**config.mk**
```make
export PLATFORM = sky130hd
export DESIGN_NAME = chunked_message_transport_top
export DESIGN_NICKNAME = d
export VERILOG_FILES = /design/src/hw/rtl/cmt_pkg.sv /design/src/hw/rtl/chunked_message_transport_top.sv /design/src/hw/rtl/cmt_ram.sv /design/src/hw/rtl/cmt_seq.sv
export SDC_FILE = /design/constraint.sdc
export NUM_CORES = 2
export LEC_CHECK = 0
export BUFFER_PORTS_ARGS = -buffer_cell sky130_fd_sc_hd__buf_2
export CORE_MARGIN = 1
export CORE_UTILIZATION = 45
export CTS_BUF_LIST = sky130_fd_sc_hd__clkbuf_4
export CTS_CLUSTER_DIAMETER = 40
export CTS_CLUSTER_SIZE = 28
export DETAILED_ROUTE_END_ITERATION = 10
export GPL_ROUTABILITY_DRIVEN = 0
export RECOVER_POWER = 50
export SYNTH_ARGS = -nofsm -noshare
export SYNTH_HDL_FRONTEND = slang
export SYNTH_SLANG_ARGS = --single-unit
```
**constraint.sdc**
```tcl
create_clock -name clk -period 19.32 [get_ports clk]
set_input_delay 0.966 -clock clk [delete_from_list [all_inputs] [get_ports clk]]
set_output_delay 0.966 -clock clk [all_outputs]
set_load 0.01 [all_outputs]
```
**src/hw/rtl/cmt_pkg.sv**
```systemverilog
// Package for the chunked message transport block.
// Store sizes, header flags, item/result codes and the packed item and result types.
// No dependencies.
package cmt_pkg;

  localparam int REQUEST_BYTES  = 256;
  localparam int RESPONSE_BYTES = 256;

  localparam int REQ_AW = $clog2(REQUEST_BYTES);
  localparam int REQ_FW = $clog2(REQUEST_BYTES + 1);
  localparam int RSP_AW = $clog2(RESPONSE_BYTES);
  localparam int RSP_FW = $clog2(RESPONSE_BYTES + 1);

  localparam logic [7:0] FLAG_BEGIN = 8'h40;
  localparam logic [7:0] FLAG_END   = 8'h80;
  localparam logic [7:0] NO_TAG     = 8'hFF;
  localparam logic [15:0] CHUNK_BYTES = 16'd16;

  typedef enum logic [1:0] {
    KIND_WRITE = 2'd0,
    KIND_READ  = 2'd1,
    KIND_LOAD  = 2'd2,
    KIND_NONE  = 2'd3
  } kind_t;

  typedef enum logic [1:0] {
    RK_STATUS = 2'd0,
    RK_CHUNK  = 2'd1,
    RK_WORD   = 2'd2
  } rkind_t;

  typedef enum logic [1:0] {
    ST_OK     = 2'd0,
    ST_OFFSET = 2'd1,
    ST_LENGTH = 2'd2,
    ST_ID     = 2'd3
  } status_t;

  // Input item, first field in the high bits.
  typedef struct packed {
    logic [63:0] payload_high;
    logic [63:0] payload_low;
    logic [7:0]  header_in;
    logic [15:0] access_length;
    logic [15:0] access_offset;
  } item_t;

  typedef struct packed {
    rkind_t      result_kind;
    status_t     status;
    logic [15:0] byte_count;
    logic [7:0]  header_out;
    logic [63:0] chunk_low;
    logic [63:0] chunk_high;
    logic        last;
  } rsl_t;

endpackage

```
**src/hw/rtl/chunked_message_transport_top.sv**
```systemverilog
// Top level of the chunked message transport block: stream ports and the
// output register in front of the result channel.
// Depends on cmt_pkg and cmt_seq.
//
// Usage:
//   Items enter on the s_ group; s_tuser carries the item kind (write chunk,
//   read chunk, load response bytes). Results leave on the m_ group;
//   m_tuser carries the result kind and m_tlast marks the final result of
//   an item. One item is in work at a time.
//   Transfers are paced by the byte-wide request and response stores, one
//   byte a cycle through one port; a write with the end mark then also
//   reads each delivered word back out of the request store. Status-only
//   items move no bytes through the stores.
//   The next item is taken while the last result still sits in the output
//   register. When m_tready is low the block holds its result and waits.
//   Reset empties the request and response (no request open, no response)
//   and needs no clearing pass; store contents are undefined until written.
module chunked_message_transport_top
  import cmt_pkg::*;
(
  input  logic         clk,
  input  logic         rst,
  input  logic         s_tvalid,
  output logic         s_tready,
  // access_offset, access_length, header_in, payload_low, payload_high
  input  logic [167:0] s_tdata,
  // kind
  input  logic [1:0]   s_tuser,
  output logic         m_tvalid,
  input  logic         m_tready,
  // status, byte_count, header_out, chunk_low, chunk_high, zero fill
  output logic [159:0] m_tdata,
  // result_kind
  output logic [1:0]   m_tuser,
  output logic         m_tlast
);

  item_t item;
  rsl_t  res;
  rsl_t  out_reg;
  logic  emit;
  logic  out_free;
  logic  in_ready;

  assign item     = item_t'(s_tdata);
  assign out_free = !m_tvalid || m_tready;
  assign s_tready = in_ready;

  cmt_seq u_seq (
    .clk      (clk),
    .rst      (rst),
    .in_valid (s_tvalid),
    .in_ready (in_ready),
    .in_kind  (kind_t'(s_tuser)),
    .item     (item),
    .emit     (emit),
    .res      (res),
    .out_free (out_free)
  );

  always_ff @(posedge clk) begin
    if (rst) begin
      m_tvalid <= 1'b0;
    end else if (emit && out_free) begin
      m_tvalid <= 1'b1;
    end else if (m_tready) begin
      m_tvalid <= 1'b0;
    end
  end

  always_ff @(posedge clk) begin
    if (emit && out_free) begin
      out_reg <= res;
    end
  end

  assign m_tdata = {6'b000000, out_reg.chunk_high, out_reg.chunk_low, out_reg.header_out,
                    out_reg.byte_count, out_reg.status};
  assign m_tuser = out_reg.result_kind;
  assign m_tlast = out_reg.last;

endmodule

```
**src/hw/rtl/cmt_ram.sv**
```systemverilog
// Generic single-port-write, single-port-read RAM with registered read data.
// No dependencies.
module cmt_ram #(
  parameter int WIDTH = 8,
  parameter int DEPTH = 256
) (
  input  logic                     clk,
  input  logic                     we,
  input  logic [$clog2(DEPTH)-1:0] waddr,
  input  logic [WIDTH-1:0]         wdata,
  input  logic [$clog2(DEPTH)-1:0] raddr,
  output logic [WIDTH-1:0]         rdata
);

  logic [WIDTH-1:0] mem [DEPTH];

  always_ff @(posedge clk) begin
    if (we) begin
      mem[waddr] <= wdata;
    end
    rdata <= mem[raddr];
  end

endmodule

```
**src/hw/rtl/cmt_seq.sv**
```systemverilog
// Transfer sequencer: checks each item, moves bytes into and out of the
// request and response stores one per cycle, and builds the results.
// Depends on cmt_pkg and cmt_ram.
module cmt_seq
  import cmt_pkg::*;
(
  input  logic  clk,
  input  logic  rst,
  input  logic  in_valid,
  output logic  in_ready,
  input  kind_t in_kind,
  input  item_t item,
  output logic  emit,
  output rsl_t  res,
  input  logic  out_free
);

  typedef enum logic [3:0] {
    S_IDLE  = 4'b0001,
    S_WRITE = 4'b0010,
    S_FETCH = 4'b0100,
    S_EMIT  = 4'b1000
  } state_t;

  state_t state;
  state_t state_next;

  kind_t        op;
  logic [127:0] pay;
  logic [3:0]   cnt_m1;
  logic [3:0]   widx;
  logic [3:0]   ridx;
  logic         iss_done;
  logic         rv;
  logic [3:0]   rix;
  logic [127:0] acc;
  logic [127:0] acc_next;
  logic         deliver;

  logic [7:0]        req_tag;
  logic [REQ_FW-1:0] req_fill;
  logic [REQ_FW-1:0] req_base;
  logic [REQ_FW-1:0] tot;
  logic [7:0]        rsp_tag;
  logic [RSP_FW-1:0] rsp_fill;
  logic [RSP_FW-1:0] rsp_sent;
  logic [RSP_FW-1:0] rsp_base;

  // RAM ports
  logic              req_we, rsp_we;
  logic [REQ_AW-1:0] req_waddr, req_raddr;
  logic [RSP_AW-1:0] rsp_waddr, rsp_raddr;
  logic [7:0]        wbyte, req_rdata, rsp_rdata, rbyte;

  // item decode
  logic [15:0]       len;
  logic [4:0]        wn;
  logic [REQ_FW-1:0] wbase;
  logic              id_ok, req_ovf, rsp_ovf;
  logic [RSP_FW-1:0] rsp_rem;
  logic [3:0]        rd_m1;
  logic [REQ_FW-1:0] word_rem;
  logic [3:0]        word_m1;
  logic [REQ_FW-1:0] word_end;
  logic [RSP_FW-1:0] chunk_end;
  logic [7:0]        chunk_hdr;
  logic              fetch_done;

  function automatic rsl_t mk_res(rkind_t k, status_t st, logic [15:0] cnt, logic [7:0] hdr,
                                  logic [63:0] lo, logic [63:0] hi, logic lst);
    rsl_t r;
    r.result_kind = k;
    r.status      = st;
    r.byte_count  = cnt;
    r.header_out  = hdr;
    r.chunk_low   = lo;
    r.chunk_high  = hi;
    r.last        = lst;
    return r;
  endfunction

  assign len     = item.access_length;
  assign wn      = 5'(len[4:0] - 5'd1);
  assign wbase   = item.header_in[6] ? '0 : req_fill;
  assign id_ok   = item.header_in[6] || ({2'b00, item.header_in[5:0]} == req_tag);
  assign req_ovf = ({1'b0, wbase} + (REQ_FW+1)'(wn)) > (REQ_FW+1)'(REQUEST_BYTES);
  assign rsp_ovf = ({1'b0, rsp_fill} + (RSP_FW+1)'(len[4:0])) > (RSP_FW+1)'(RESPONSE_BYTES);
  assign rsp_rem = rsp_fill - rsp_sent;
  assign rd_m1   = (rsp_rem > RSP_FW'(16)) ? 4'd15 : 4'(rsp_rem - RSP_FW'(1));

  assign word_rem  = tot - req_base;
  assign word_m1   = (word_rem > REQ_FW'(8)) ? 4'd7 : 4'(word_rem - REQ_FW'(1));
  assign word_end  = REQ_FW'(req_base + REQ_FW'(cnt_m1) + REQ_FW'(1));
  assign chunk_end = RSP_FW'(rsp_base + RSP_FW'(cnt_m1) + RSP_FW'(1));
  assign chunk_hdr = rsp_tag | ((rsp_base == '0) ? FLAG_BEGIN : 8'h00)
                   | ((chunk_end == rsp_fill) ? FLAG_END : 8'h00);

  assign wbyte     = pay[{widx, 3'b000} +: 8];
  assign req_we    = (state == S_WRITE) && (op == KIND_WRITE);
  assign rsp_we    = (state == S_WRITE) && (op != KIND_WRITE);
  assign req_waddr = REQ_AW'(req_base + REQ_FW'(widx));
  assign rsp_waddr = RSP_AW'(rsp_base + RSP_FW'(widx));
  assign req_raddr = REQ_AW'(req_base + REQ_FW'(ridx));
  assign rsp_raddr = RSP_AW'(rsp_base + RSP_FW'(ridx));
  assign rbyte     = (op == KIND_WRITE) ? req_rdata : rsp_rdata;

  cmt_ram #(.WIDTH(8), .DEPTH(REQUEST_BYTES)) u_req_ram (
    .clk   (clk),
    .we    (req_we),
    .waddr (req_waddr),
    .wdata (wbyte),
    .raddr (req_raddr),
    .rdata (req_rdata)
  );

  cmt_ram #(.WIDTH(8), .DEPTH(RESPONSE_BYTES)) u_rsp_ram (
    .clk   (clk),
    .we    (rsp_we),
    .waddr (rsp_waddr),
    .wdata (wbyte),
    .raddr (rsp_raddr),
    .rdata (rsp_rdata)
  );

  // the byte that lands this cycle must be in the result built this cycle
  always_comb begin
    acc_next = acc;
    if (rv) begin
      acc_next[{rix, 3'b000} +: 8] = rbyte;
    end
  end

  assign fetch_done = rv && (rix == cnt_m1);
  assign in_ready   = (state == S_IDLE);
  assign emit       = (state == S_EMIT);

  always_comb begin
    state_next = state;
    unique case (state)
      S_IDLE: begin
        if (in_valid && in_kind != KIND_NONE) begin
          state_next = S_EMIT;
          if (in_kind == KIND_WRITE && item.access_offset == '0 && len != '0
              && len <= CHUNK_BYTES + 16'd1 && id_ok && !req_ovf && wn != '0) begin
            state_next = S_WRITE;
          end
          if (in_kind == KIND_LOAD && len <= CHUNK_BYTES && !rsp_ovf && len != '0) begin
            state_next = S_WRITE;
          end
          if (in_kind == KIND_READ && item.access_offset == '0 && len > CHUNK_BYTES
              && rsp_fill != '0 && rsp_sent < rsp_fill) begin
            state_next = S_FETCH;
          end
        end
      end
      S_WRITE: if (widx == cnt_m1) state_next = S_EMIT;
      S_FETCH: if (fetch_done) state_next = S_EMIT;
      S_EMIT: begin
        if (out_free) begin
          state_next = (op == KIND_WRITE && deliver && req_base != tot) ? S_FETCH : S_IDLE;
        end
      end
      default: state_next = S_IDLE;
    endcase
  end

  always_ff @(posedge clk) begin
    if (rst) begin
      state    <= S_IDLE;
      req_tag  <= NO_TAG;
      req_fill <= '0;
      rsp_tag  <= NO_TAG;
      rsp_fill <= '0;
      rsp_sent <= '0;
      rv       <= 1'b0;
    end else begin
      state <= state_next;
      unique case (state)
        S_IDLE: begin
          if (in_valid) begin
            op       <= in_kind;
            pay      <= {item.payload_high, item.payload_low};
            widx     <= '0;
            ridx     <= '0;
            iss_done <= 1'b0;
            rv       <= 1'b0;
            acc      <= '0;
            unique case (in_kind)
              KIND_WRITE: begin
                deliver <= 1'b0;
                if (item.access_offset != '0) begin
                  req_tag  <= NO_TAG;
                  req_fill <= '0;
                  res <= mk_res(RK_STATUS, ST_OFFSET, '0, '0, '0, '0, 1'b1);
                end else if (len == '0 || len > CHUNK_BYTES + 16'd1) begin
                  req_tag  <= NO_TAG;
                  req_fill <= '0;
                  res <= mk_res(RK_STATUS, ST_LENGTH, '0, '0, '0, '0, 1'b1);
                end else if (!id_ok) begin
                  req_tag  <= NO_TAG;
                  req_fill <= '0;
                  res <= mk_res(RK_STATUS, ST_ID, '0, '0, '0, '0, 1'b1);
                end else if (req_ovf) begin
                  req_tag  <= NO_TAG;
                  req_fill <= '0;
                  res <= mk_res(RK_STATUS, ST_LENGTH, '0, '0, '0, '0, 1'b1);
                end else begin
                  cnt_m1   <= 4'(wn - 5'd1);
                  tot      <= REQ_FW'(wbase + REQ_FW'(wn));
                  deliver  <= item.header_in[7];
                  // delivery reads from the start of the store
                  req_base <= (wn == '0) ? '0 : wbase;
                  res <= mk_res(RK_STATUS, ST_OK, len, '0, '0, '0,
                                !(item.header_in[7] && (wbase != '0 || wn != '0)));
                  if (item.header_in[7]) begin
                    req_tag  <= NO_TAG;
                    req_fill <= '0;
                    rsp_tag  <= {2'b00, item.header_in[5:0]};
                    rsp_fill <= '0;
                    rsp_sent <= '0;
                  end else begin
                    req_tag  <= {2'b00, item.header_in[5:0]};
                    req_fill <= REQ_FW'(wbase + REQ_FW'(wn));
                  end
                end
              end
              KIND_READ: begin
                cnt_m1   <= rd_m1;
                rsp_base <= rsp_sent;
                if (item.access_offset != '0) begin
                  res <= mk_res(RK_STATUS, ST_OFFSET, '0, '0, '0, '0, 1'b1);
                end else if (len <= CHUNK_BYTES) begin
                  res <= mk_res(RK_STATUS, ST_LENGTH, '0, '0, '0, '0, 1'b1);
                end else if (rsp_fill == '0) begin
                  res <= mk_res(RK_CHUNK, ST_OK, '0, '0, '0, '0, 1'b1);
                end else if (rsp_sent >= rsp_fill) begin
                  res <= mk_res(RK_CHUNK, ST_OK, 16'd1, rsp_tag | FLAG_END, '0, '0, 1'b1);
                end
              end
              KIND_LOAD: begin
                cnt_m1   <= 4'(len[4:0] - 5'd1);
                rsp_base <= rsp_fill;
                if (len > CHUNK_BYTES || rsp_ovf) begin
                  res <= mk_res(RK_STATUS, ST_LENGTH, '0, '0, '0, '0, 1'b1);
                end else begin
                  rsp_fill <= RSP_FW'(rsp_fill + RSP_FW'(len[4:0]));
                  res <= mk_res(RK_STATUS, ST_OK, len, '0, '0, '0, 1'b1);
                end
              end
              default: ;
            endcase
          end
        end
        S_WRITE: begin
          widx <= widx + 4'd1;
          if (widx == cnt_m1 && op == KIND_WRITE) begin
            req_base <= '0;
          end
        end
        S_FETCH: begin
          acc <= acc_next;
          rv  <= !iss_done;
          rix <= ridx;
          if (!iss_done) begin
            ridx     <= ridx + 4'd1;
            iss_done <= (ridx == cnt_m1);
          end
          if (fetch_done) begin
            if (op == KIND_WRITE) begin
              res <= mk_res(RK_WORD, ST_OK, 16'(cnt_m1) + 16'd1, '0, acc_next[63:0], '0,
                            word_end == tot);
              req_base <= word_end;
            end else begin
              res <= mk_res(RK_CHUNK, ST_OK, 16'(cnt_m1) + 16'd2, chunk_hdr,
                            acc_next[63:0], acc_next[127:64], 1'b1);
              rsp_sent <= chunk_end;
            end
          end
        end
        S_EMIT: begin
          // set up the next request word
          cnt_m1   <= word_m1;
          ridx     <= '0;
          iss_done <= 1'b0;
          rv       <= 1'b0;
          acc      <= '0;
        end
        default: ;
      endcase
    end
  end

`ifndef SYNTHESIS
  a_req_fill_range: assert property (@(posedge clk) disable iff (rst)
    req_fill <= REQ_FW'(REQUEST_BYTES))
    else $error("request fill past store size");

  a_rsp_sent_range: assert property (@(posedge clk) disable iff (rst)
    rsp_sent <= rsp_fill)
    else $error("response sent past fill");

  a_word_count: assert property (@(posedge clk) disable iff (rst)
    (state == S_EMIT && res.result_kind == RK_WORD) |->
      (res.byte_count != '0 && res.byte_count <= 16'd8))
    else $error("delivered word count out of range");

  a_fetch_lane: assert property (@(posedge clk) disable iff (rst)
    (state == S_FETCH && rv) |-> (rix <= cnt_m1))
    else $error("read data landed beyond chunk");
`endif

endmodule

```
==> impl_summary.log <==
[metrics] aggregate global routing overflow: 0
[metrics] ys async rst share: 0
[metrics] total length of routed wires: about 460000 um
[metrics] total number of clock tree sinks: about 4.8k
[metrics] starting utilization of the core area: 0.4518
[metrics] number of violations reported at the end of detailed-routing iteration 0: roughly 10k
[metrics] number of enable-type register cells in the synthesized netlist: 4713
[metrics] area of the die: 0.4173 mm2
[metrics] peak ir drop on the vdd network: ~0.000082 V
[metrics] H-tree level count: 6
[metrics] area growth from synthesis to final layout: 11.43%
[metrics] wire length of the first global-routing pass: about 670000 um
[metrics] violations in the final reports: max-capacitance violations, max-slew violations
[metrics] data required time at the worst endpoint: a little under 20 ns
[metrics] number of routed nets with antenna violations: 0
[metrics] post-synth top area share: 0.7584
[metrics] MaxCap Viol Count: 41
[metrics] clock skew: roughly 0.16 ns
[metrics] sequential cell area in the final layout: between 0.1 and 0.15 mm2
[metrics] number of cells produced by synthesis: between 8k and 9k
[metrics] worst hold path depth: 2
[metrics] crit path capture type: register
[metrics] Final setup viols: 0
[metrics] DIE HEIGHT: roughly 650 um
[metrics] result of the run: complete, but fails checks
[metrics] overall track demand over capacity in global routing: 0.2201
[metrics] category of the most critical setup path: reg -> reg
[metrics] cell types with the largest area share after synthesis: sky130_fd_sc_hd__edfxtp_1, sky130_fd_sc_hd__mux4_2, sky130_fd_sc_hd__nor2_1, sky130_fd_sc_hd__clkbuf_1, sky130_fd_sc_hd__dfxtp_1
[metrics] FF-to-FF End: u_seq.u_rsp_ram.mem[77][0]
[metrics] startpoint kind of the worst setup timing path: register
[metrics] proportion of layout cells with a drive suffix above 1: 0.2698
[metrics] max-slew violations: approximately 3.2k
[metrics] power density over the cells: 107.1 mW/mm2
[metrics] total of warnings raised by yosys: 0
[metrics] I/O pin total: 339
[metrics] count of cell types in the netlist: 81
[metrics] sequential area share after synthesis: 0.7651
[metrics] maximum fanout count along the critical path: approximately 210
[metrics] largest net degree at the start of global routing: between 200 and 250
[metrics] post-layout net count: approximately 10k
[metrics] Post-Synthesis Cell Area: between 0.15 and 0.2 mm2
[metrics] register-to-register setup slack: approximately 7.0 ns
[metrics] RSZ-0062 raised after global routing: false
[metrics] Detailed Routing Iterations Pass 1: 6
[metrics] portion of the clock cycle consumed by the worst path in the final layout: 0.6401
[metrics] TNS Setup: 0 ns
[metrics] Arrival @ worst endpoint: 12.38 ns
[metrics] worst slew margin relative to its limit: -5.189
[metrics] overall via count from detail_route: 92.10k
[metrics] root cell of the clock tree: sky130_fd_sc_hd__clkbuf_4
[metrics] maximum clock rate: 0.08087 GHz
[metrics] Synth top cells by count: sky130_fd_sc_hd__edfxtp_1, sky130_fd_sc_hd__mux4_2, sky130_fd_sc_hd__nor2_1, sky130_fd_sc_hd__clkbuf_1, sky130_fd_sc_hd__nand2_1
[metrics] count of input and output buffers: between 300 and 400
[metrics] clock-pin slew reported for the worst setup and hold paths after clock tree synthesis: around 0.12 ns
[metrics] register bit total from synthesis: approximately 4.8k
[metrics] class of the worst hold path: in -> reg
[metrics] die extent in x: ~650 um
[metrics] number of remaining DRC errors: 0
[metrics] Inst Count DP: 14.30k
[metrics] clock latency on the worst-skew pair: around 1.7 ns
[metrics] count of placed standard cells in the final layout, fillers left out: roughly 16k
[metrics] CTS buffer count: about 580
[metrics] startpoint of the worst register-to-register path: u_seq.widx[0]
[metrics] CTS Buffer Depth: 4
[metrics] most used standard cell by instance count after synthesis: sky130_fd_sc_hd__edfxtp_1
[metrics] number of fill cells: ~33k
[metrics] hold path endpoint: u_seq.pay[116]
[metrics] hold path startpoint: s_tdata[156]
[metrics] CTS tree: done
[metrics] biggest area consumer among synthesized cells: sky130_fd_sc_hd__edfxtp_1
[metrics] Leakage: ~0.064 uW
[metrics] fin crit period: between 10 and 15 ns
[metrics] core region area: approximately 0.41 mm2
[metrics] worst slew pin tran: ~9.3 ns
[metrics] number of antenna violations at the first check in global routing: 30
[metrics] worst reg2reg path depth: 4
[metrics] Synth Area per Inst: 21.26 um2
[metrics] routed wirelength normalized by instance count: around 30 um
[metrics] Final Hold Fails: 0
[metrics] number of global-route vias before repair: about 94k
[metrics] core utilization of the finished layout: 0.5034
[metrics] average vias per placed instance: a little under 6
[metrics] Post-DP HPWL: about 280000 um
[metrics] most common flop cell mapped by yosys: sky130_fd_sc_hd__edfxtp_1
[metrics] area of the multi-input gates: around 0.042 mm2
[metrics] number of standard-cell rows in the floorplan: around 240
==> placed cells by master, fill, tap and decap left out, types with 127 or more instances in the layout <==
master and count:
sky130_fd_sc_hd__buf_4 146, sky130_fd_sc_hd__mux4_2 1320, sky130_fd_sc_hd__buf_2 168, sky130_fd_sc_hd__nor2_1 762, sky130_fd_sc_hd__dlygate4sd3_1 298, sky130_fd_sc_hd__o21ai_0 127, sky130_fd_sc_hd__nand2_1 243, sky130_fd_sc_hd__clkbuf_1 203
sky130_fd_sc_hd__edfxtp_1 4713, sky130_fd_sc_hd__clkbuf_4 636
==> layout make-up <==
type,instances,share of cell area
antenna,16,0.0001925
clock buffer,636,0.02296
clock inverter,439,0.02579
inverter,54,0.0009747
multi-input combinational,3469,0.2022
sequential,4776,0.6866
tap,5474,0.03294
timing repair buffer,826,0.02830
==> where the power goes <==
group          internal [uW]  switching, uW
sequential             12200           68.2
combinational           1080           2070
clock                   3000           3890
==> how the worst max path moves through the flow <==
stage | start | to | cells past startpoint
3_3_place_gp | u_seq.ridx[0] | u_seq.u_rsp_ram.rdata[0] | 11
5_1_grt | u_seq.widx[0] | u_seq.u_rsp_ram.mem[73][0] | 4
4_1_cts | u_seq.ridx[0] | u_seq.u_rsp_ram.rdata[0] | 11
6_report | u_seq.widx[0] | u_seq.u_rsp_ram.mem[77][0] | 4
3_5_place_dp | u_seq.ridx[0] | u_seq.u_rsp_ram.rdata[4] | 11
2_1_floorplan | s_tdata[24] | u_seq.res[0] | 8
==> cells by family (layout without fill, tap and decap cells) <==
family | after synthesis | in the layout | share of synthesized area
DFF | 4776 | 4776 | 0.7651
muxes | 1413 | 1413 | 0.1644
and+or+nand+nor | 1396 | 1396 | 0.03247
buffers and inverters | 548 | 1955 | 0.01124
AOI/OAI and AO/OA | 458 | 458 | 0.01608
xor gates and xnor gates | 107 | 107 | 0.005022
adders and majority gates | 78 | 78 | 0.005632
other | 1 | 33 | 0.00002009
==> flip-flops by register name, summed over array words and instances, names as in the netlist, 8 cells and up <==
name,cells
u_seq.rsp_sent,9
u_seq.req_fill,9
u_seq.acc,128
u_seq.u_rsp_ram.rdata,8
u_seq.req_base,9
u_seq.pay,128
u_seq.tot,9
u_seq.rsp_base,9
u_seq.u_req_ram.rdata,8
u_seq.res,157
u_seq.rsp_fill,9
u_seq.u_req_ram.mem,2048
m_tdata,154
u_seq.u_rsp_ram.mem,2048
==> through the flow <==
stage / instance area (um2) / total power (uW) / setup slack [ns] / hold WS (ns)
after global routing: 207900 / 23000 / 6.059 / 0.1084
final: 208000 / 22280 / 6.954 / 0.1807
after floorplan: 186700 / 14380 / 4.905 / 0.4003
after global placement: 195300 / 15470 / 11.46 / 0.4003
after detailed placement: 195300 / 15550 / 11.51 / 0.4045
after CTS: 208400 / 22390 / 11.43 / 0.0004966
==> what timing repair did <==
item,CTS,global route
endpoints found under the setup margin,0,0
buffers inserted,0,0
hold endpoints to repair,211,0
hold buffers,298,0
gates resized for setup,0,0
==> critical path, cell delays in order, from the launching register on <==
cell and delay (ns):
sky130_fd_sc_hd__edfxtp_1 0.46, sky130_fd_sc_hd__clkbuf_1 2.08, sky130_fd_sc_hd__mux4_2 0.58, sky130_fd_sc_hd__mux4_2 0.91
sky130_fd_sc_hd__clkbuf_1 6.27
==> metal layers <==
metal / wire, um / GRT usage
met2: 228400 / 0.3616
met3: 34850 / 0.04080
met4: 14230 / 0.06322
met5: 118 / 0
met1: 186700 / 0.3024
(Power assumes the default switching activity.)
